$ cat src/rtl/core/slt_pkg.sv
// Package for the sorted list table: command, status and sequencer state types
// and the fixed field widths. No dependencies; the core, the checker and the
// testbench refer to it by scoped names (slt_ram does not use it).
`default_nettype none

package slt_pkg;

    // Fixed widths of the item fields.
    localparam int VALUE_W     = 32;
    localparam int CMD_W       = 2;
    localparam int INDEX_W     = 4;
    localparam int STATUS_W    = 2;
    localparam int COUNT_OUT_W = 5;

    // Command codes carried on the command field.
    typedef enum logic [CMD_W-1:0] {
        CMD_INSERT = 2'd0,
        CMD_DELETE = 2'd1,
        CMD_READ   = 2'd2
    } t_cmd;

    // Result status codes.
    typedef enum logic [STATUS_W-1:0] {
        ST_OK        = 2'd0,
        ST_NOT_FOUND = 2'd1,
        ST_FULL      = 2'd2,
        ST_RANGE     = 2'd3
    } t_status;

    // Sequencer states.
    typedef enum logic [2:0] {
        S_IDLE      = 3'd0,
        S_INS_SCAN  = 3'd1,
        S_INS_HEAD  = 3'd2,
        S_DEL_FIND  = 3'd3,
        S_DEL_SHIFT = 3'd4,
        S_RD_WAIT   = 3'd5,
        S_DONE      = 3'd6
    } t_state;

endpackage

`default_nettype wire

$ cat src/rtl/core/sorted_list_table_core.sv
// Sorted list table: one command at a time, one table entry per cycle. An insert
// scans down past the entries greater than the value, a delete scans up from the
// head; an empty or full table, a bad read index or an unused code finish without
// a scan. The next transfer is taken in the cycle after the result loads; a
// finished command waits while the last result is held.
// Reset (synchronous, active low) empties the table and drops any held result.
`default_nettype none

module sorted_list_table_core #(
    parameter int CAPACITY = 16
) (
    input  wire logic                           i_clk,
    input  wire logic                           i_rst_n,
    // Command channel.
    input  wire logic                           i_valid,
    output      logic                           o_ready,
    input  wire logic [slt_pkg::CMD_W-1:0]      i_cmd,
    input  wire logic signed [slt_pkg::VALUE_W-1:0] i_value,
    input  wire logic [slt_pkg::INDEX_W-1:0]    i_index,
    // Result channel.
    output      logic                           o_valid,
    input  wire logic                           i_ready,
    output      logic [slt_pkg::STATUS_W-1:0]   o_status,
    output      logic signed [slt_pkg::VALUE_W-1:0] o_read_value,
    output      logic [slt_pkg::COUNT_OUT_W-1:0] o_count
);

    localparam int AW = $clog2(CAPACITY);
    localparam int CW = $clog2(CAPACITY + 1);
    localparam int XW = (CW > slt_pkg::INDEX_W) ? CW : slt_pkg::INDEX_W;

    slt_pkg::t_state  r_state, n_state;
    logic [AW-1:0]    r_ptr, n_ptr;
    logic [CW-1:0]    r_count, n_count;
    logic signed [slt_pkg::VALUE_W-1:0] r_val, n_val;
    slt_pkg::t_status r_status, n_status;
    logic signed [slt_pkg::VALUE_W-1:0] r_rdata, n_rdata;

    logic                               r_out_valid;
    slt_pkg::t_status                   r_out_status;
    logic signed [slt_pkg::VALUE_W-1:0] r_out_read_value;
    logic [slt_pkg::COUNT_OUT_W-1:0]    r_out_count;

    logic                               mem_we;
    logic [AW-1:0]                      mem_waddr;
    logic [slt_pkg::VALUE_W-1:0]        mem_wdata;
    logic [AW-1:0]                      mem_raddr;
    logic signed [slt_pkg::VALUE_W-1:0] mem_rdata;

    logic in_xfer;
    logic out_load;
    logic is_full;
    logic is_empty;
    logic at_last;
    logic cmp_gt;
    logic cmp_eq;
    logic idx_ok;

    // Entry storage.
    slt_ram #(
        .WIDTH (slt_pkg::VALUE_W),
        .DEPTH (CAPACITY)
    ) u_ram (
        .i_clk   (i_clk),
        .i_we    (mem_we),
        .i_waddr (mem_waddr),
        .i_wdata (mem_wdata),
        .i_raddr (mem_raddr),
        .o_rdata (mem_rdata)
    );

    // Shared compare unit and conditions on the count and pointer.
    assign in_xfer  = i_valid && o_ready;
    assign out_load = (r_state == slt_pkg::S_DONE) && (!r_out_valid || i_ready);
    assign is_full  = (r_count == CW'(CAPACITY));
    assign is_empty = (r_count == '0);
    assign at_last  = (CW'(r_ptr) == (r_count - CW'(1)));
    assign cmp_gt   = (mem_rdata > r_val);
    assign cmp_eq   = (mem_rdata == r_val);
    assign idx_ok   = (XW'(i_index) < XW'(r_count));

    // Next state.
    always_comb begin
        n_state = r_state;
        case (r_state)
            slt_pkg::S_IDLE: begin
                if (in_xfer) begin
                    case (slt_pkg::t_cmd'(i_cmd))
                        slt_pkg::CMD_INSERT: begin
                            if (is_full || is_empty) begin
                                n_state = slt_pkg::S_DONE;
                            end else begin
                                n_state = slt_pkg::S_INS_SCAN;
                            end
                        end
                        slt_pkg::CMD_DELETE: begin
                            n_state = is_empty ? slt_pkg::S_DONE : slt_pkg::S_DEL_FIND;
                        end
                        slt_pkg::CMD_READ: begin
                            n_state = idx_ok ? slt_pkg::S_RD_WAIT : slt_pkg::S_DONE;
                        end
                        default: begin
                            n_state = slt_pkg::S_DONE;
                        end
                    endcase
                end
            end
            slt_pkg::S_INS_SCAN: begin
                if (!cmp_gt) begin
                    n_state = slt_pkg::S_DONE;
                end else if (r_ptr == '0) begin
                    n_state = slt_pkg::S_INS_HEAD;
                end
            end
            slt_pkg::S_INS_HEAD: begin
                n_state = slt_pkg::S_DONE;
            end
            slt_pkg::S_DEL_FIND: begin
                if (cmp_eq) begin
                    n_state = at_last ? slt_pkg::S_DONE : slt_pkg::S_DEL_SHIFT;
                end else if (at_last) begin
                    n_state = slt_pkg::S_DONE;
                end
            end
            slt_pkg::S_DEL_SHIFT: begin
                if (at_last) begin
                    n_state = slt_pkg::S_DONE;
                end
            end
            slt_pkg::S_RD_WAIT: begin
                n_state = slt_pkg::S_DONE;
            end
            slt_pkg::S_DONE: begin
                if (out_load) begin
                    n_state = slt_pkg::S_IDLE;
                end
            end
            default: begin
                n_state = slt_pkg::S_IDLE;
            end
        endcase
    end

    // Datapath control: RAM ports, pointer, count and result fields.
    always_comb begin
        n_ptr     = r_ptr;
        n_count   = r_count;
        n_val     = r_val;
        n_status  = r_status;
        n_rdata   = r_rdata;
        mem_we    = 1'b0;
        mem_waddr = r_ptr;
        mem_wdata = r_val;
        mem_raddr = r_ptr;
        case (r_state)
            slt_pkg::S_IDLE: begin
                if (in_xfer) begin
                    n_val    = i_value;
                    n_status = slt_pkg::ST_OK;
                    n_rdata  = '0;
                    case (slt_pkg::t_cmd'(i_cmd))
                        slt_pkg::CMD_INSERT: begin
                            if (is_full) begin
                                n_status = slt_pkg::ST_FULL;
                            end else if (is_empty) begin
                                // First entry goes straight to the head.
                                mem_we    = 1'b1;
                                mem_waddr = '0;
                                mem_wdata = i_value;
                                n_count   = r_count + CW'(1);
                            end else begin
                                // Scan downward from the last entry.
                                n_ptr     = AW'(r_count - CW'(1));
                                mem_raddr = AW'(r_count - CW'(1));
                            end
                        end
                        slt_pkg::CMD_DELETE: begin
                            if (is_empty) begin
                                n_status = slt_pkg::ST_NOT_FOUND;
                            end else begin
                                n_ptr     = '0;
                                mem_raddr = '0;
                            end
                        end
                        slt_pkg::CMD_READ: begin
                            if (idx_ok) begin
                                mem_raddr = AW'(i_index);
                            end else begin
                                n_status = slt_pkg::ST_RANGE;
                            end
                        end
                        default: begin
                            n_status = slt_pkg::ST_OK;
                        end
                    endcase
                end
            end
            slt_pkg::S_INS_SCAN: begin
                // Greater entries move up one place; the value lands above
                // the first entry that is not greater.
                mem_we    = 1'b1;
                mem_waddr = r_ptr + AW'(1);
                if (cmp_gt) begin
                    mem_wdata = mem_rdata;
                    if (r_ptr != '0) begin
                        n_ptr     = r_ptr - AW'(1);
                        mem_raddr = r_ptr - AW'(1);
                    end
                end else begin
                    mem_wdata = r_val;
                    n_count   = r_count + CW'(1);
                end
            end
            slt_pkg::S_INS_HEAD: begin
                mem_we    = 1'b1;
                mem_waddr = '0;
                mem_wdata = r_val;
                n_count   = r_count + CW'(1);
            end
            slt_pkg::S_DEL_FIND: begin
                if (cmp_eq && at_last) begin
                    n_count = r_count - CW'(1);
                end else if (!cmp_eq && at_last) begin
                    n_status = slt_pkg::ST_NOT_FOUND;
                end else begin
                    n_ptr     = r_ptr + AW'(1);
                    mem_raddr = r_ptr + AW'(1);
                end
            end
            slt_pkg::S_DEL_SHIFT: begin
                // Close the gap: each later entry moves down one place.
                mem_we    = 1'b1;
                mem_waddr = r_ptr - AW'(1);
                mem_wdata = mem_rdata;
                if (at_last) begin
                    n_count = r_count - CW'(1);
                end else begin
                    n_ptr     = r_ptr + AW'(1);
                    mem_raddr = r_ptr + AW'(1);
                end
            end
            slt_pkg::S_RD_WAIT: begin
                n_rdata = mem_rdata;
            end
            default: begin
                n_ptr = r_ptr;
            end
        endcase
    end

    // Sequencer registers.
    always_ff @(posedge i_clk) begin
        if (!i_rst_n) begin
            r_state <= slt_pkg::S_IDLE;
            r_count <= '0;
        end else begin
            r_state <= n_state;
            r_count <= n_count;
        end
        r_ptr    <= n_ptr;
        r_val    <= n_val;
        r_status <= n_status;
        r_rdata  <= n_rdata;
    end

    // Result register: holds a finished result until its transfer.
    always_ff @(posedge i_clk) begin
        if (!i_rst_n) begin
            r_out_valid <= 1'b0;
        end else if (out_load) begin
            r_out_valid <= 1'b1;
        end else if (i_ready) begin
            r_out_valid <= 1'b0;
        end
        if (out_load) begin
            r_out_status     <= r_status;
            r_out_read_value <= r_rdata;
            r_out_count      <= slt_pkg::COUNT_OUT_W'(r_count);
        end
    end

    assign o_ready      = (r_state == slt_pkg::S_IDLE);
    assign o_valid      = r_out_valid;
    assign o_status     = r_out_status;
    assign o_read_value = r_out_read_value;
    assign o_count      = r_out_count;

endmodule

`default_nettype wire

$ cat src/rtl/core/slt_ram.sv
// Generic simple dual-port RAM: one write port, one read port with a
// registered read. No dependencies.
`default_nettype none

module slt_ram #(
    parameter int WIDTH = 32,
    parameter int DEPTH = 16
) (
    input  wire logic                     i_clk,
    input  wire logic                     i_we,
    input  wire logic [$clog2(DEPTH)-1:0] i_waddr,
    input  wire logic [WIDTH-1:0]         i_wdata,
    input  wire logic [$clog2(DEPTH)-1:0] i_raddr,
    output      logic [WIDTH-1:0]         o_rdata
);

    logic [WIDTH-1:0] r_mem [DEPTH];
    logic [WIDTH-1:0] r_rdata;

    // Write port and registered read port.
    always_ff @(posedge i_clk) begin
        if (i_we) begin
            r_mem[i_waddr] <= i_wdata;
        end
        r_rdata <= r_mem[i_raddr];
    end

    assign o_rdata = r_rdata;

endmodule

`default_nettype wire

$ cat config.mk
export PLATFORM = sky130hd
export DESIGN_NAME = sorted_list_table_core
export DESIGN_NICKNAME = d
export VERILOG_FILES = /design/src/rtl/core/slt_pkg.sv /design/src/rtl/core/sorted_list_table_core.sv /design/src/rtl/core/slt_ram.sv
export SDC_FILE = /design/constraint.sdc
export NUM_CORES = 1
export LEC_CHECK = 0
export BUFFER_PORTS_ARGS = -buffer_cell sky130_fd_sc_hd__buf_2
export CAP_MARGIN = 5
export CELL_PAD_IN_SITES_DETAIL_PLACEMENT = 1
export CELL_PAD_IN_SITES_GLOBAL_PLACEMENT = 2
export CORE_MARGIN = 2
export CORE_UTILIZATION = 43
export DETAILED_ROUTE_END_ITERATION = 7
export PLACE_DENSITY_LB_ADDON = 0.08
export SLEW_MARGIN = 20
export SYNTH_ARGS = -nofsm -noshare
export SYNTH_HDL_FRONTEND = slang
export SYNTH_HIERARCHICAL = 1
export SYNTH_SLANG_ARGS = --single-unit
$ cat constraint.sdc
create_clock -name i_clk -period 5.6 [get_ports i_clk]
set_input_delay 0.56 -clock i_clk [delete_from_list [all_inputs] [get_ports i_clk]]
set_output_delay 0.56 -clock i_clk [all_outputs]
set_load 0.01 [all_outputs]
Word level (Yosys, flattened, before mapping). Memories as Yosys holds them, arrays and structs flattened. A register that Yosys moved wholly into a read port is not among the register bits. Index checks and enable logic that the tools add are counted.

Logic and storage cells: 131. Memories kept: 1. RAM bits: 512. Register bits: 118. Input port bits: 42.

Memory list: u_ram.r_mem (depth 16, width 32, rd ports 1, clocked after memory_dff 1, wr ports 1, line slt_ram.sv:17) `logic [WIDTH-1:0] r_mem [DEPTH];`.

$lt $le $gt $ge: 2. $add $sub $neg: 4. Reductions and logical operators: 26. Muxes and demuxes: 65. Eq/ne operators: 23.

Operators with widths (count): $mux W32 (6); $pmux W32 S3 (1); $pmux W32 S2 (1); $mux W4 (15); $pmux W4 S4 (3); $mux W5 (7); $eq A32 B32 Y1 (1); $gt A32 B32 Y1 (1); $pmux W5 S5 (1); $mux W3 (8); $pmux W3 S6 (1); $mux W2 (7); $ne A2 B2 Y1 const B (7); $pmux W4 S3 (1); $eq A3 B3 Y1 const B (3); $mux W1 (9); $pmux W3 S3 (1); $pmux W4 S2 (1); $reduce_and A8 Y1 (1); $reduce_bool A4 Y1 (2); $eq A3 B2 Y1 const B (2); $ne A2 B1 Y1 const B (3); $pmux W2 S3 (1); $reduce_and A3 Y1 (2); 27 further kinds (35).

Depth between registers and ports, before layout. Gate-level depths: netlist of run 1.

Depth in word-level cells: 8. Mapped depth: 17.

By module. The synthesis of run 1 kept the hierarchy.

By module, submodules not included: slt_ram (times used 1, sequential area each 16015.4 µm², area each 19835.3 µm², cells an instance 838); sorted_list_table_core (times used 1, sequential area each 3453.3 µm², area each 6757.7 µm², cells an instance 623).

Least setup slack after synthesis of run 1. OpenSTA, ideal clock, no wires.

Kind: register -> register. From: reg r_count[0]. To: mem u_ram.r_mem[0][0], enable pin. Stages on the path, launching flop included: 14. Clock period less this slack: 5248 ps. Path slack: 352 ps. Data arrival time: 4787 ps. Path through: dfxtp_1 -> buf_2 -> inv_1 -> ha_1 -> or3b_1 -> buf_2 -> nor2_1 -> nand3_1 -> nand2_1 -> nand3_1 -> a221oi_1 -> o21ai_0 -> or3b_2 -> nor3_1.

Elaborated cells between the ends (all ways): 14. Those cells by class: eq/ne (1); mux (12); reduce/logical (1).

RTL lines: from (decl) (line sorted_list_table_core.sv:34) `logic [CW-1:0] r_count, n_count;`; from (signal assigned) (line sorted_list_table_core.sv:258) `r_count <= n_count;`; $logic_not A5 Y1 (line sorted_list_table_core.sv:76) `assign is_empty = (r_count == '0);`; $mux W4 (line sorted_list_table_core.sv:165) `end else if (is_empty) begin`; $mux W4 * (line sorted_list_table_core.sv:163) `if (is_full) begin`; $mux W4 * (line sorted_list_table_core.sv:161) `case (slt_pkg::t_cmd'(i_cmd))`; $mux W4 * (line sorted_list_table_core.sv:157) `if (in_xfer) begin`; $pmux W4 S4 * (line sorted_list_table_core.sv:155) `case (r_state)`; via mem_waddr[3] (line sorted_list_table_core.sv:45) `logic [AW-1:0] mem_waddr;`; to (decl) (line slt_ram.sv:17).

The timed path passes the listed nets; every way through them passes the cells marked *.

Final worst setup path of run 1.
From: reg r_count[0]. To: mem u_ram.r_mem[7][12], enable pin.

Cells in the longest elaborated chain, start to end: 8. Elaborated cells between the ends (all ways): 14. Those cells by class: eq/ne (1); mux (12); reduce/logical (1).

RTL lines: $logic_not A5 Y1 (line sorted_list_table_core.sv:76); $mux W1 (line sorted_list_table_core.sv:165); $mux W1 * (line sorted_list_table_core.sv:163); $mux W1 * (line sorted_list_table_core.sv:161); $mux W1 * (line sorted_list_table_core.sv:157); $pmux W1 S2 * (line sorted_list_table_core.sv:155); via mem_we (line sorted_list_table_core.sv:44) `logic mem_we;`; $mux W1 * (line slt_ram.sv:22) `if (i_we) begin`; $mux W1 (not written as such) * (line slt_ram.sv:23) `r_mem[i_waddr] <= i_wdata;`.

Marks and branches as above.

==> metrics.md, run 1 <==
| Metric | Value |
|---|---|
| Outcome | finished, final reports clean |
| Total number of vias | 14300 |
| Number of global-route vias before repair | 15100 |
| Data arrival time of the critical path | 5.27 ns |
| Max layer used | met4 |
| Largest net degree at the start of global routing | 56 |
| TritonCTS clock tree | done |
| Fraction of the yosys area taken by sequential cells | 73.2% |
| Period utilization | 88.6% |
| Final nets | 1680 |
| Total wirelength of the detailed-routed design | 69500 um |
| Buffers plus inverters on the worst setup path | 3 |
| Detailed-routing wirelength on met1 | 30800 um |
| Row count | 91 |
| Number of design-rule violations left by the first detailed-router iteration | 1085 |
| Amount of wire on met3 after detailed routing | 3600 um |
| Post-DR vias/cell | 5.84 |
| Cell area after layout | 0.0307 mm2 |
| Area of the die | 0.0638 mm2 |
| CTS Buf Count | 72 |
| Clock latency on the worst-skew pair | 0.62 ns |
| Total count of max-transition violations in the final report | 0 |
| Fraction of final layout cells sized beyond drive strength 1 | 24.7% |
| Buffer levels on the longest clock path | 3 |
| Routability cong. | 0.802 |
| Critical path's top delay family | simple AND/OR/NAND/NOR gates |
| Critical path capture point type | flop |
| Critical path, cell by cell | inv_1, ha_1, or3b_1, nor2_1, nand3_1, nand2_1, nand3_1, inv_1, o21ai_0, nand2_1, nor2_4, buf_4 |
| Post-CTS Setup Inserts | 0 |
| Category of the critical setup timing path | reg2reg |
| Number of enable flip-flop cells after synthesis | 621 |
| Top cells by instance count after synthesis | 621 x sky130_fd_sc_hd__edfxtp_1, 128 x sky130_fd_sc_hd__mux4_2, 85 x sky130_fd_sc_hd__nand2_1, 70 x sky130_fd_sc_hd__a22oi_1, 49 x sky130_fd_sc_hd__inv_1 |
| Global-route usage over all layers | 22.3% |
| Normalized max-slew margin | 33.4% |
| Clock Skews | 0.0252 ns |
| Delay of the slowest cell on the worst path | 0.80 ns |
| I/O pin count | 83 |
| Total overflow reported by the global router | 0 |
| DIE HEIGHT | 253 um |
| Fraction of synthesis flops using an asynchronous set or reset pin | 0% |
| RSZ-0062 raised after global routing | false |
| Synthesized area per cell | 18.2 um2 |
| Maximum fanout along the worst path | 17 |
| YS warnings | 6 |
| Detail Route Antenna Nets | 0 |
| Max-capacitance violation count | 0 |
| Cell variety after synth | 74 |
| Period minus WS final | 4.96 ns |
| Sum Neg Setup Slack | 0 ns |
| Clock-pin slew on the worst setup and hold paths | 0.06 ns |
| Post-detail-place hpwl | 42300 um |
| Final number of setup-violating endpoints | 0 |
| Nature of the critical path startpoint | flop |
| Final count of hold timing violations | 0 |
| DRC violation count after routing | 0 |
| Req. time, crit path | 5.90 ns |
| First-pass GRT wire length | 103000 um |
| Number of detailed-routing iterations run before antenna repair | 5 |
| Layout overhead on the synthesized area | 15.3% |
| CP max stage cell | sky130_fd_sc_hd__o21ai_0 |
| Max Freq | 201 MHz |
| Instance area at placement | 0.0283 mm2 |
| Clock sink count | 662 |
| Top_reg_cell synth | sky130_fd_sc_hd__edfxtp_1 |
| Number of H-tree levels | 3 |
| Post-Syn Instances | 1461 |
| Net count of the mapped netlist | 1543 |
| Port bufs | 82 |
| Flops & latches, synth | 662 |
| Largest cells by area after synthesis | sky130_fd_sc_hd__edfxtp_1 70%, sky130_fd_sc_hd__mux4_2 11%, sky130_fd_sc_hd__dfxtp_1 3.1% |
| Measured slew at the worst slew-check pin | 0.989 ns |
| Cell at the root of the clock tree | sky130_fd_sc_hd__clkbuf_16 |
| Worst setup margin | 0.636 ns |
| Post-synthesis instance area | 0.0266 mm2 |
| Post-synthesis cell type with the largest combined area | sky130_fd_sc_hd__edfxtp_1 |
| Core region area | 0.0614 mm2 |
| Width of the die | 253 um |
| CTS-repair resized insts | 0 |
| Amount of wire on met2 after detailed routing | 33700 um |
| Avg WL per Cell | 28.4 um |
| Leading cell type by number of instances after synthesis | sky130_fd_sc_hd__edfxtp_1 |
| Setup slack at placement | 0.626 ns |
| Area share of the largest cell type after synthesis | 70.1% |
| Hold Path Class | in2reg |
| Antenna violations before repair | 1 |
| Initial cell density of the core | 43.3% |
| Hold buffers post-CTS | 0 |
| N_diodes | 0 |
==> state kept, by name, indices dropped and copies added (netlist names) <==
signal / count
o_read_value: 32
o_status: 2
r_state: 3
r_status: 2
r_ptr: 4
r_rdata: 32
o_count: 5
r_count: 5
u_ram/r_mem: 512
r_val: 32
o_valid: 1
u_ram/o_rdata: 32
==> area by class of cell <==
cell class / count / area, um2
timing repair buffer: 134 / 901
tap: 790 / 988
inverter: 50 / 188
multi-input combinational: 678 / 6800
clock buffer: 99 / 2000
clock inverter: 32 / 320
fill: 5622 / 30700
sequential: 662 / 19500
==> cell usage in the layout (no fill, tap or decap), types with 4 or more instances in the layout <==
| cell | instances |
|---|---|
| sky130_fd_sc_hd__nor3_1 | 9 |
| sky130_fd_sc_hd__and2_1 | 36 |
| sky130_fd_sc_hd__buf_2 | 82 |
| sky130_fd_sc_hd__nor2_1 | 22 |
| sky130_fd_sc_hd__ha_1 | 40 |
| sky130_fd_sc_hd__xnor2_1 | 8 |
| sky130_fd_sc_hd__edfxtp_1 | 621 |
| sky130_fd_sc_hd__nor2b_1 | 4 |
| sky130_fd_sc_hd__a21o_1 | 30 |
| sky130_fd_sc_hd__nand2_1 | 85 |
| sky130_fd_sc_hd__a221oi_1 | 5 |
| sky130_fd_sc_hd__clkinv_1 | 10 |
| sky130_fd_sc_hd__a31oi_1 | 7 |
| sky130_fd_sc_hd__o21ai_0 | 31 |
| sky130_fd_sc_hd__a21oi_1 | 31 |
| sky130_fd_sc_hd__or3_1 | 6 |
| sky130_fd_sc_hd__inv_1 | 48 |
| sky130_fd_sc_hd__clkinvlp_4 | 4 |
| sky130_fd_sc_hd__a221o_1 | 4 |
| sky130_fd_sc_hd__mux4_2 | 128 |
| sky130_fd_sc_hd__nand2b_1 | 6 |
| sky130_fd_sc_hd__dfxtp_1 | 41 |
| sky130_fd_sc_hd__buf_4 | 44 |
| sky130_fd_sc_hd__nor3_2 | 5 |
| sky130_fd_sc_hd__clkinv_2 | 9 |
| sky130_fd_sc_hd__nor2_4 | 15 |
| sky130_fd_sc_hd__clkbuf_1 | 21 |
| sky130_fd_sc_hd__bufinv_16 | 4 |
| sky130_fd_sc_hd__nand3_1 | 21 |
| sky130_fd_sc_hd__a22oi_1 | 70 |
| sky130_fd_sc_hd__nand4_1 | 11 |
| sky130_fd_sc_hd__a22o_1 | 32 |
| sky130_fd_sc_hd__buf_12 | 8 |
| sky130_fd_sc_hd__o211ai_1 | 6 |
| sky130_fd_sc_hd__clkbuf_16 | 75 |
==> per-stage QoR <==
stage | cells | utilization, % | hold WS, ns
5_1_grt | 2445 | 50.0 | 0.119
6_report | 2445 | 50.0 | 0.140
3_3_place_gp | 2313 | 46.2 | 0.401
3_5_place_dp | 2314 | 46.2 | 0.406
2_1_floorplan | 1461 | - | 0.400
4_1_cts | 2445 | 50.0 | 0.104
==> kinds of logic (layout without fill, tap and decap cells) <==
group / after synthesis / in the layout / synth area share [%]
mux: 131 / 131 / 11.0
xor+xnor: 10 / 10 / 0.381
flops: 662 / 662 / 73.2
fa+ha+maj: 40 / 40 / 1.88
simple gates: 244 / 244 / 4.65
compound gates: 253 / 253 / 6.98
buf+inv: 121 / 315 / 1.94
==> worst paths after layout <==
kind               startpoint            endpoint  slack, ns  depth (start not counted)
setup / recovery   r_count[0]  u_ram/r_mem[7][12]       0.64                         12
hold / removal    i_value[21]           r_val[21]       0.14                          1
setup reg to reg   r_count[0]  u_ram/r_mem[7][12]       0.64                         12
hold reg to reg   r_rdata[24]    o_read_value[24]       0.42                          0
==> metal layers <==
layer,track usage (%),vias up
li1,-,6210
met1,31.5,7587
met2,36.1,389
met3,3.60,94
met4,6.37,0
met5,0,-
Power of run 1 is left out: the tool's default activity adds up to more than one toggle a clock period on the data nets, which glitch-free logic cannot reach.
==> inputs of run 2 (changes only) <==
ABC_AREA = 1   (was not set)
CORE_UTILIZATION = 37   (was 43)
PLACE_DENSITY_LB_ADDON = 0.25   (was 0.08)
==> run 2 against run 1 <==
Clock skew shrank 0.0016 ns. Cell count rose by 71%. Non-clock buffer count is 2 higher. Utilization shrank 7.4 points. Wire length up 35%. First-iteration DRC count up 39%. Setup slack improved by 0.11 ns. Synthesized cell count rose by 110%.
==> metrics.md, run 2 <==
| Metric | Value |
|---|---|
| Tightest hold margin | 0.142 ns (was 0.140 ns) |
| Total wirelength of the detailed-routed design | 94200 um (was 69500 um) |
| Core region area | 0.0805 mm2 (was 0.0614 mm2) |
| Max Freq | 206 MHz (was 201 MHz) |
| Most flops, register | u_ram/r_mem (unchanged) |
| YS warnings | 6 (unchanged) |
| Top cells by instance count after synthesis | 884 x sky130_fd_sc_hd__nand2_1, 621 x sky130_fd_sc_hd__edfxtp_1, 492 x sky130_fd_sc_hd__inv_1, 445 x sky130_fd_sc_hd__nand3_1, 91 x sky130_fd_sc_hd__nor2_1 (was 621 x sky130_fd_sc_hd__edfxtp_1, 128 x sky130_fd_sc_hd__mux4_2, 85 x sky130_fd_sc_hd__nand2_1, 70 x sky130_fd_sc_hd__a22oi_1, 49 x sky130_fd_sc_hd__inv_1) |
| Global-route usage over all layers | 22.5% (was 22.3%) |
| Post-CTS Setup Inserts | 0 (unchanged) |
| Category of the critical setup timing path | reg2reg (unchanged) |
| Critical path capture point type | flop (unchanged) |
| Fraction of final layout cells sized beyond drive strength 1 | 9.67% (was 24.7%) |
| Number of global-route vias before repair | 22200 (was 15100) |
| DIE HEIGHT | 289 um (was 253 um) |
| Fraction of synthesis flops using an asynchronous set or reset pin | 0% (unchanged) |
| Area share of the largest cell type after synthesis | 61.9% (was 70.1%) |
| Post-detail-place hpwl | 56300 um (was 42300 um) |
| Total overflow reported by the global router | 0 (unchanged) |
| Area of the die | 0.0837 mm2 (was 0.0638 mm2) |
| Period minus WS final | 4.86 ns (was 4.96 ns) |
| Final number of setup-violating endpoints | 0 (unchanged) |
| Total count of max-transition violations in the final report | 0 (unchanged) |
| Port bufs | 82 (unchanged) |
| Synthesized area per cell | 10.0 um2 (was 18.2 um2) |
| Largest net degree at the start of global routing | 129 (was 56) |
| Clock-pin slew on the worst setup and hold paths | 0.06 ns (about the same) |
| Largest cells by area after synthesis | sky130_fd_sc_hd__edfxtp_1 62%, sky130_fd_sc_hd__nand2_1 11%, sky130_fd_sc_hd__nand3_1 7.4% (was sky130_fd_sc_hd__edfxtp_1 70%, sky130_fd_sc_hd__mux4_2 11%, sky130_fd_sc_hd__dfxtp_1 3.1%) |
| Final nets | 3153 (was 1680) |
| Max-capacitance violation count | 0 (unchanged) |
| Layout overhead on the synthesized area | 13.8% (was 15.3%) |
| Data arrival time of the critical path | 5.35 ns (was 5.27 ns) |
| Post-layout instance count excluding filler cells | 4193 (was 2445) |
| Number of enable flip-flop cells after synthesis | 621 (unchanged) |
| Cell at the root of the clock tree | sky130_fd_sc_hd__clkbuf_16 (unchanged) |
| Maximum fanout along the worst path | 82 (was 17) |
| Hold buffers post-CTS | 0 (unchanged) |
| Req. time, crit path | 6.09 ns (was 5.90 ns) |
| Met2 Usage GRT | 37.6% (was 36.1%) |
| Routability cong. | 0.872 (was 0.802) |
| Clock sink count | 662 (unchanged) |
| First-pass GRT wire length | 140000 um (was 103000 um) |
| Outcome | finished, final reports clean (unchanged) |
| Flops & latches, synth | 662 (unchanged) |
| Net count of the mapped netlist | 3085 (was 1543) |
| Post-DR vias/cell | 5.16 (was 5.84) |
| Width of the die | 289 um (was 253 um) |
| TritonCTS clock tree | done (unchanged) |
| Hold Path Class | in2reg (unchanged) |
| Normalized max-slew margin | 29.8% (was 33.4%) |
| Total number of vias | 21600 (was 14300) |
| Sum Neg Setup Slack | 0 ns (unchanged) |
| Number of design-rule violations left by the first detailed-router iteration | 1505 (was 1085) |
| CTS-repair resized insts | 0 (unchanged) |
| Post-synthesis cell type with the largest combined area | sky130_fd_sc_hd__edfxtp_1 (unchanged) |
| Global routing usage on met1 | 30.7% (was 31.5%) |
| Clock latency on the worst-skew pair | 0.62 ns (about the same) |
| Leading cell type in the layout, fill and taps excluded | sky130_fd_sc_hd__nand2_1 (was sky130_fd_sc_hd__edfxtp_1) |
| Internal reg-to-reg setup slack | 0.74 ns (was 0.64 ns) |
| Post-Syn Instances | 3003 (was 1461) |
| Highest-count cells in the layout ignoring fill and taps | 884 x sky130_fd_sc_hd__nand2_1, 621 x sky130_fd_sc_hd__edfxtp_1, 491 x sky130_fd_sc_hd__inv_1, 445 x sky130_fd_sc_hd__nand3_1, 82 x sky130_fd_sc_hd__buf_2 (was 621 x sky130_fd_sc_hd__edfxtp_1, 128 x sky130_fd_sc_hd__mux4_2, 85 x sky130_fd_sc_hd__nand2_1, 82 x sky130_fd_sc_hd__buf_2, 75 x sky130_fd_sc_hd__clkbuf_16) |
| DRC violation count after routing | 0 (unchanged) |
| Avg WL per Cell | 22.5 um (was 28.4 um) |
| Top Usage Layer GRT | met2 (unchanged) |
| Number of flip-flops under the largest register name | 512 (unchanged) |
| Fraction of the yosys area taken by sequential cells | 64.7% (was 73.2%) |
| Detail Route Antenna Nets | 0 (unchanged) |
| RSZ-0062 raised after global routing | false (unchanged) |
| Initial cell density of the core | 37.4% (was 43.3%) |
| Clock Skews | 0.0236 ns (was 0.0252 ns) |
| Cell variety after synth | 47 (was 74) |
| Buffer levels on the longest clock path | 3 (unchanged) |
| Leading cell type by number of instances after synthesis | sky130_fd_sc_hd__nand2_1 (was sky130_fd_sc_hd__edfxtp_1) |
| Number of H-tree levels | 3 (unchanged) |
| Post-synthesis instance area | 0.0301 mm2 (was 0.0266 mm2) |
| Final count of hold timing violations | 0 (unchanged) |
| Row count | 104 (was 91) |
| Inst Count DP | 4054 (was 2314) |
| Nature of the critical path startpoint | flop (unchanged) |
| Top_reg_cell synth | sky130_fd_sc_hd__edfxtp_1 (unchanged) |
| I/O pin count | 83 (unchanged) |
| CTS Buf Count | 75 (was 72) |
| Met3 usage | 2.93% (was 3.60%) |
| Measured slew at the worst slew-check pin | 1.05 ns (was 0.989 ns) |
| Number of detailed-routing iterations run before antenna repair | 5 (unchanged) |
| Period utilization | 86.7% (was 88.6%) |
| Antenna violations before repair | 3 (was 1) |
-- run 2: cell count changes in the layout (fill, tap and decap cells not counted), moves of 20 or more --
cell / delta
sky130_fd_sc_hd__a22oi_1: -67
sky130_fd_sc_hd__mux4_2: -128
sky130_fd_sc_hd__nand2_1: +799
sky130_fd_sc_hd__and2_1: -36
sky130_fd_sc_hd__nand4_1: +56
sky130_fd_sc_hd__a22o_1: -32
sky130_fd_sc_hd__a21o_1: -27
sky130_fd_sc_hd__o21ai_0: +20
sky130_fd_sc_hd__nand3_1: +424
sky130_fd_sc_hd__inv_1: +443
sky130_fd_sc_hd__nor2_1: +51
-- run 2: logic make-up (layout without fill, tap and decap cells) --
| group | Yosys count | after routing | synth area share (%) |
|---|---|---|---|
| AO/OA/AOI/OAI | 124 | 124 | 2.27 |
| other | 0 | 1 | 0 |
| AND/OR/NAND/NOR | 1514 | 1514 | 21.8 |
| flip-flops | 662 | 662 | 64.7 |
| buffers and inverters | 650 | 779 | 9.20 |
| XOR/XNOR | 13 | 13 | 0.453 |
| adder cells (fa/ha/maj) | 40 | 40 | 1.66 |
-- run 2: through the flow --
step           instance area, um2  utilization [%]  worst slack, ns
4_1_cts                     34300             42.6            0.769
5_1_grt                     34300             42.6            0.392
3_3_place_gp                31600             39.2            0.570
6_report                    34300             42.6            0.744
3_5_place_dp                31700             39.4            0.794
2_1_floorplan               30100                -             1.76
-- run 2: metal layers --
layer / routed length [um] / part of all wire [%]
met4: 2120 / 2.3
met5: 0 / 0
met2: 44900 / 48
met3: 4140 / 4.4
met1: 43000 / 46
-- run 2: worst paths after layout --
path / startpoint / endpoint / depth (start not counted)
setup / recovery: r_val[15] / u_ram/o_rdata[23] / 24
hold / removal: i_value[22] / r_val[22] / 1
setup reg to reg: r_val[15] / u_ram/o_rdata[23] / 24
hold reg to reg: r_rdata[31] / o_read_value[31] / 0
-- run 2: critical path, stage by stage, from the launching register on --
cell	delay, ns
sky130_fd_sc_hd__edfxtp_1	0.35
sky130_fd_sc_hd__inv_1	0.07
sky130_fd_sc_hd__ha_1	0.30
sky130_fd_sc_hd__nand2_1	0.06
sky130_fd_sc_hd__inv_1	0.10
sky130_fd_sc_hd__nand3_1	0.14
sky130_fd_sc_hd__nor2_1	0.39
sky130_fd_sc_hd__nand2_1	0.10
sky130_fd_sc_hd__nand2_1	0.21
sky130_fd_sc_hd__nand2_1	0.14
sky130_fd_sc_hd__nand2_1	0.11
sky130_fd_sc_hd__nand2_1	0.09
sky130_fd_sc_hd__nand3_1	0.10
sky130_fd_sc_hd__buf_4	0.39
sky130_fd_sc_hd__nand2_1	0.10
sky130_fd_sc_hd__nand3_1	0.11
sky130_fd_sc_hd__nand4_1	0.22
sky130_fd_sc_hd__inv_6	0.56
sky130_fd_sc_hd__buf_12	0.32
sky130_fd_sc_hd__nand2_1	0.10
sky130_fd_sc_hd__nand2_1	0.07
sky130_fd_sc_hd__nand2_1	0.06
sky130_fd_sc_hd__nand3_1	0.11
sky130_fd_sc_hd__nand3_1	0.07
sky130_fd_sc_hd__nand2_1	0.29
-- run 2: cell type report --
type | instances | area, um2
timing repair buffer | 136 | 1010
fill | 8937 | 46300
clock buffer | 89 | 2010
inverter | 505 | 1910
sequential | 662 | 19500
clock inverter | 49 | 537
tap | 1060 | 1330
multi-input combinational | 1691 | 8010
antenna | 1 | 2.50
Power of run 2 is left out for the same reason.
==> inputs of run 3 (changes only) <==
ABC_AREA = 0   (was 1)
CORE_UTILIZATION = 43   (was 37)
==> run 3 against run 2 <==
Wire length shrank 26%. Non-clock buffer count shrank 1. Design area shrank 10%. Highest routed layer unchanged.
==> metrics.md, run 3 (synthesis gave the netlist of run 1 again) <==
| Metric | Value |
|---|---|
| Detailed-routing wirelength on met1 | 31200 um (was 43000 um) |
| Hold path start | i_value[17] (was i_value[22]) |
| Clock Skews | 0.0368 ns (was 0.0236 ns) |
| Total overflow reported by the global router | 0 (unchanged) |
| Number of global-route vias before repair | 15300 (was 22200) |
| Final nets | 1680 (was 3153) |
| Port bufs | 82 (unchanged) |
| Avg WL per Cell | 28.7 um (was 22.5 um) |
| Largest net degree at the start of global routing | 41 (was 129) |
| Detail Route Antenna Nets | 0 (unchanged) |
| Hold buffers post-CTS | 0 (unchanged) |
| CP max stage cell | sky130_fd_sc_hd__o22ai_4 (was sky130_fd_sc_hd__inv_6) |
| Delay of the slowest cell on the worst path | 0.54 ns (was 0.56 ns) |
| Clock latency on the worst-skew pair | 0.63 ns (was 0.62 ns) |
| Post-CTS Setup Inserts | 0 (unchanged) |
| Clock sink count | 662 (unchanged) |
| Critical path's top delay family | compound AO/OA/AOI/OAI gates (was simple AND/OR/NAND/NOR gates) |
| Highest-count cells in the layout ignoring fill and taps | 621 x sky130_fd_sc_hd__edfxtp_1, 128 x sky130_fd_sc_hd__mux4_2, 85 x sky130_fd_sc_hd__nand2_1, 82 x sky130_fd_sc_hd__buf_2, 73 x sky130_fd_sc_hd__clkbuf_16 (was 884 x sky130_fd_sc_hd__nand2_1, 621 x sky130_fd_sc_hd__edfxtp_1, 491 x sky130_fd_sc_hd__inv_1, 445 x sky130_fd_sc_hd__nand3_1, 82 x sky130_fd_sc_hd__buf_2) |
| Global-route usage over all layers | 22.4% (was 22.5%) |
| Row count | 91 (was 104) |
| Max layer used | met4 (unchanged) |
| First-pass GRT wire length | 103000 um (was 140000 um) |
| Clock-pin slew on the worst setup and hold paths | 0.06 ns (about the same) |
| CTS Buf Count | 71 (was 75) |
| Tightest hold margin | 0.121 ns (was 0.142 ns) |
| Hold Path Class | in2reg (unchanged) |
| Buffers plus inverters on the worst setup path | 3 (was 5) |
| Total number of vias | 14500 (was 21600) |
| Maximum fanout along the worst path | 24 (was 82) |
| Max Freq | 211 MHz (was 206 MHz) |
| I/O pin count | 83 (unchanged) |
| Post-DR vias/cell | 5.94 (was 5.16) |
| Layout overhead on the synthesized area | 16.0% (was 13.8%) |
| Core region area | 0.0614 mm2 (was 0.0805 mm2) |
| DIE HEIGHT | 253 um (was 289 um) |
| Number of flip-flops under the largest register name | 512 (unchanged) |
| Period utilization | 84.6% (was 86.7%) |
| CTS-repair resized insts | 0 (unchanged) |
| Fill cell total of the finished layout | 5614 (was 8937) |
| Total count of max-transition violations in the final report | 0 (unchanged) |
| Number of detailed-routing iterations run before antenna repair | 5 (unchanged) |
| Most flops, register | u_ram/r_mem (unchanged) |
| Number of design-rule violations left by the first detailed-router iteration | 1169 (was 1505) |
| Leading cell type in the layout, fill and taps excluded | sky130_fd_sc_hd__edfxtp_1 (was sky130_fd_sc_hd__nand2_1) |
| Fraction of final layout cells sized beyond drive strength 1 | 24.9% (was 9.67%) |
| Number of H-tree levels | 3 (unchanged) |
| Width of the die | 253 um (was 289 um) |
| Critical path, cell by cell | inv_1, ha_1, nand4_1, a2111o_1, o211ai_1, a21oi_4, xnor2_1, a311oi_1, o22ai_4, buf_12, buf_12, mux4_2, a22oi_1, nand2_1 (was inv_1, ha_1, nand2_1, inv_1, nand3_1, nor2_1, nand2_1, nand2_1, nand2_1, nand2_1, nand2_1, nand3_1, buf_4, nand2_1, nand3_1, nand4_1, inv_6, buf_12, nand2_1, nand2_1, nand2_1, nand3_1, nand3_1, nand2_1) |
| Amount of wire on met3 after detailed routing | 3560 um (was 4140 um) |
| Period minus WS final | 4.74 ns (was 4.86 ns) |
| Antenna violations before repair | 1 (was 3) |
| Final number of setup-violating endpoints | 0 (unchanged) |
| Buffer levels on the longest clock path | 3 (unchanged) |
| Source of the critical timing path | r_val[15] (unchanged) |
| RSZ-0062 raised after global routing | false (unchanged) |
| Total wirelength of the detailed-routed design | 70000 um (was 94200 um) |
| Outcome | finished, final reports clean (unchanged) |
| Max-capacitance violation count | 0 (unchanged) |
| Nature of the critical path startpoint | flop (unchanged) |
| Cell at the root of the clock tree | sky130_fd_sc_hd__clkbuf_16 (unchanged) |
| Amount of wire on met2 after detailed routing | 33800 um (was 44900 um) |
| Category of the critical setup timing path | reg2reg (unchanged) |
| Cell occurring most often along the worst timing path | sky130_fd_sc_hd__buf_12 (was sky130_fd_sc_hd__nand2_1) |
| Routability cong. | 0.844 (was 0.872) |
| DRC violation count after routing | 0 (unchanged) |
| Data arrival time of the critical path | 5.23 ns (was 5.35 ns) |
| FF-to-FF Start | r_val[15] (unchanged) |
| Critical path capture point type | flop (unchanged) |
| Post-detail-place hpwl | 39600 um (was 56300 um) |
| TritonCTS clock tree | done (unchanged) |
| Area of the die | 0.0638 mm2 (was 0.0837 mm2) |
| Final count of hold timing violations | 0 (unchanged) |
| Sum Neg Setup Slack | 0 ns (unchanged) |
| Req. time, crit path | 6.09 ns (about the same) |
| Normalized max-slew margin | 28.3% (was 29.8%) |
| Initial cell density of the core | 43.3% (was 37.4%) |
| Measured slew at the worst slew-check pin | 1.08 ns (was 1.05 ns) |
## run 3: path summary, 6_finish.rpt
check / to / slack, ns / cells past startpoint
hold / removal: r_val[17] / 0.12 / 1
setup / recovery: u_ram/o_rdata[7] / 0.86 / 14
setup reg to reg: u_ram/o_rdata[7] / 0.86 / 14
hold reg to reg: o_read_value[4] / 0.41 / 0
## run 3: cell type report
type                    count  area (um2)  area share [%]
inverters                  50         188           0.608
repair buffers            135        1100            3.58
multi-input cells         678        6800            22.0
clock buffers              97        1990            6.44
clock inverters            31         314            1.02
flip-flops and latches    662       19500            63.1
diodes                      1        2.50         0.00811
well taps                 790         988            3.20
## run 3: per-stage QoR
| stage | util, % | area [um2] | std cells | worst slack [ns] |
|---|---|---|---|---|
| floorplan | - | 26600 | 1461 | 0.352 |
| global placement | 46.5 | 28500 | 2314 | 1.02 |
| detailed placement | 46.5 | 28500 | 2314 | 0.861 |
| CTS | 50.2 | 30800 | 2442 | 0.808 |
| global route | 50.3 | 30800 | 2443 | 0.539 |
| finish | 50.3 | 30800 | 2444 | 0.864 |
## run 3: layer usage
layer  up-vias  global-route usage, %
met5         -                      0
met4         0                   6.80
met3        96                   3.51
met2       430                   36.5
met1      7766                   31.3
li1       6217                      -
Power of run 3 is left out for the same reason.
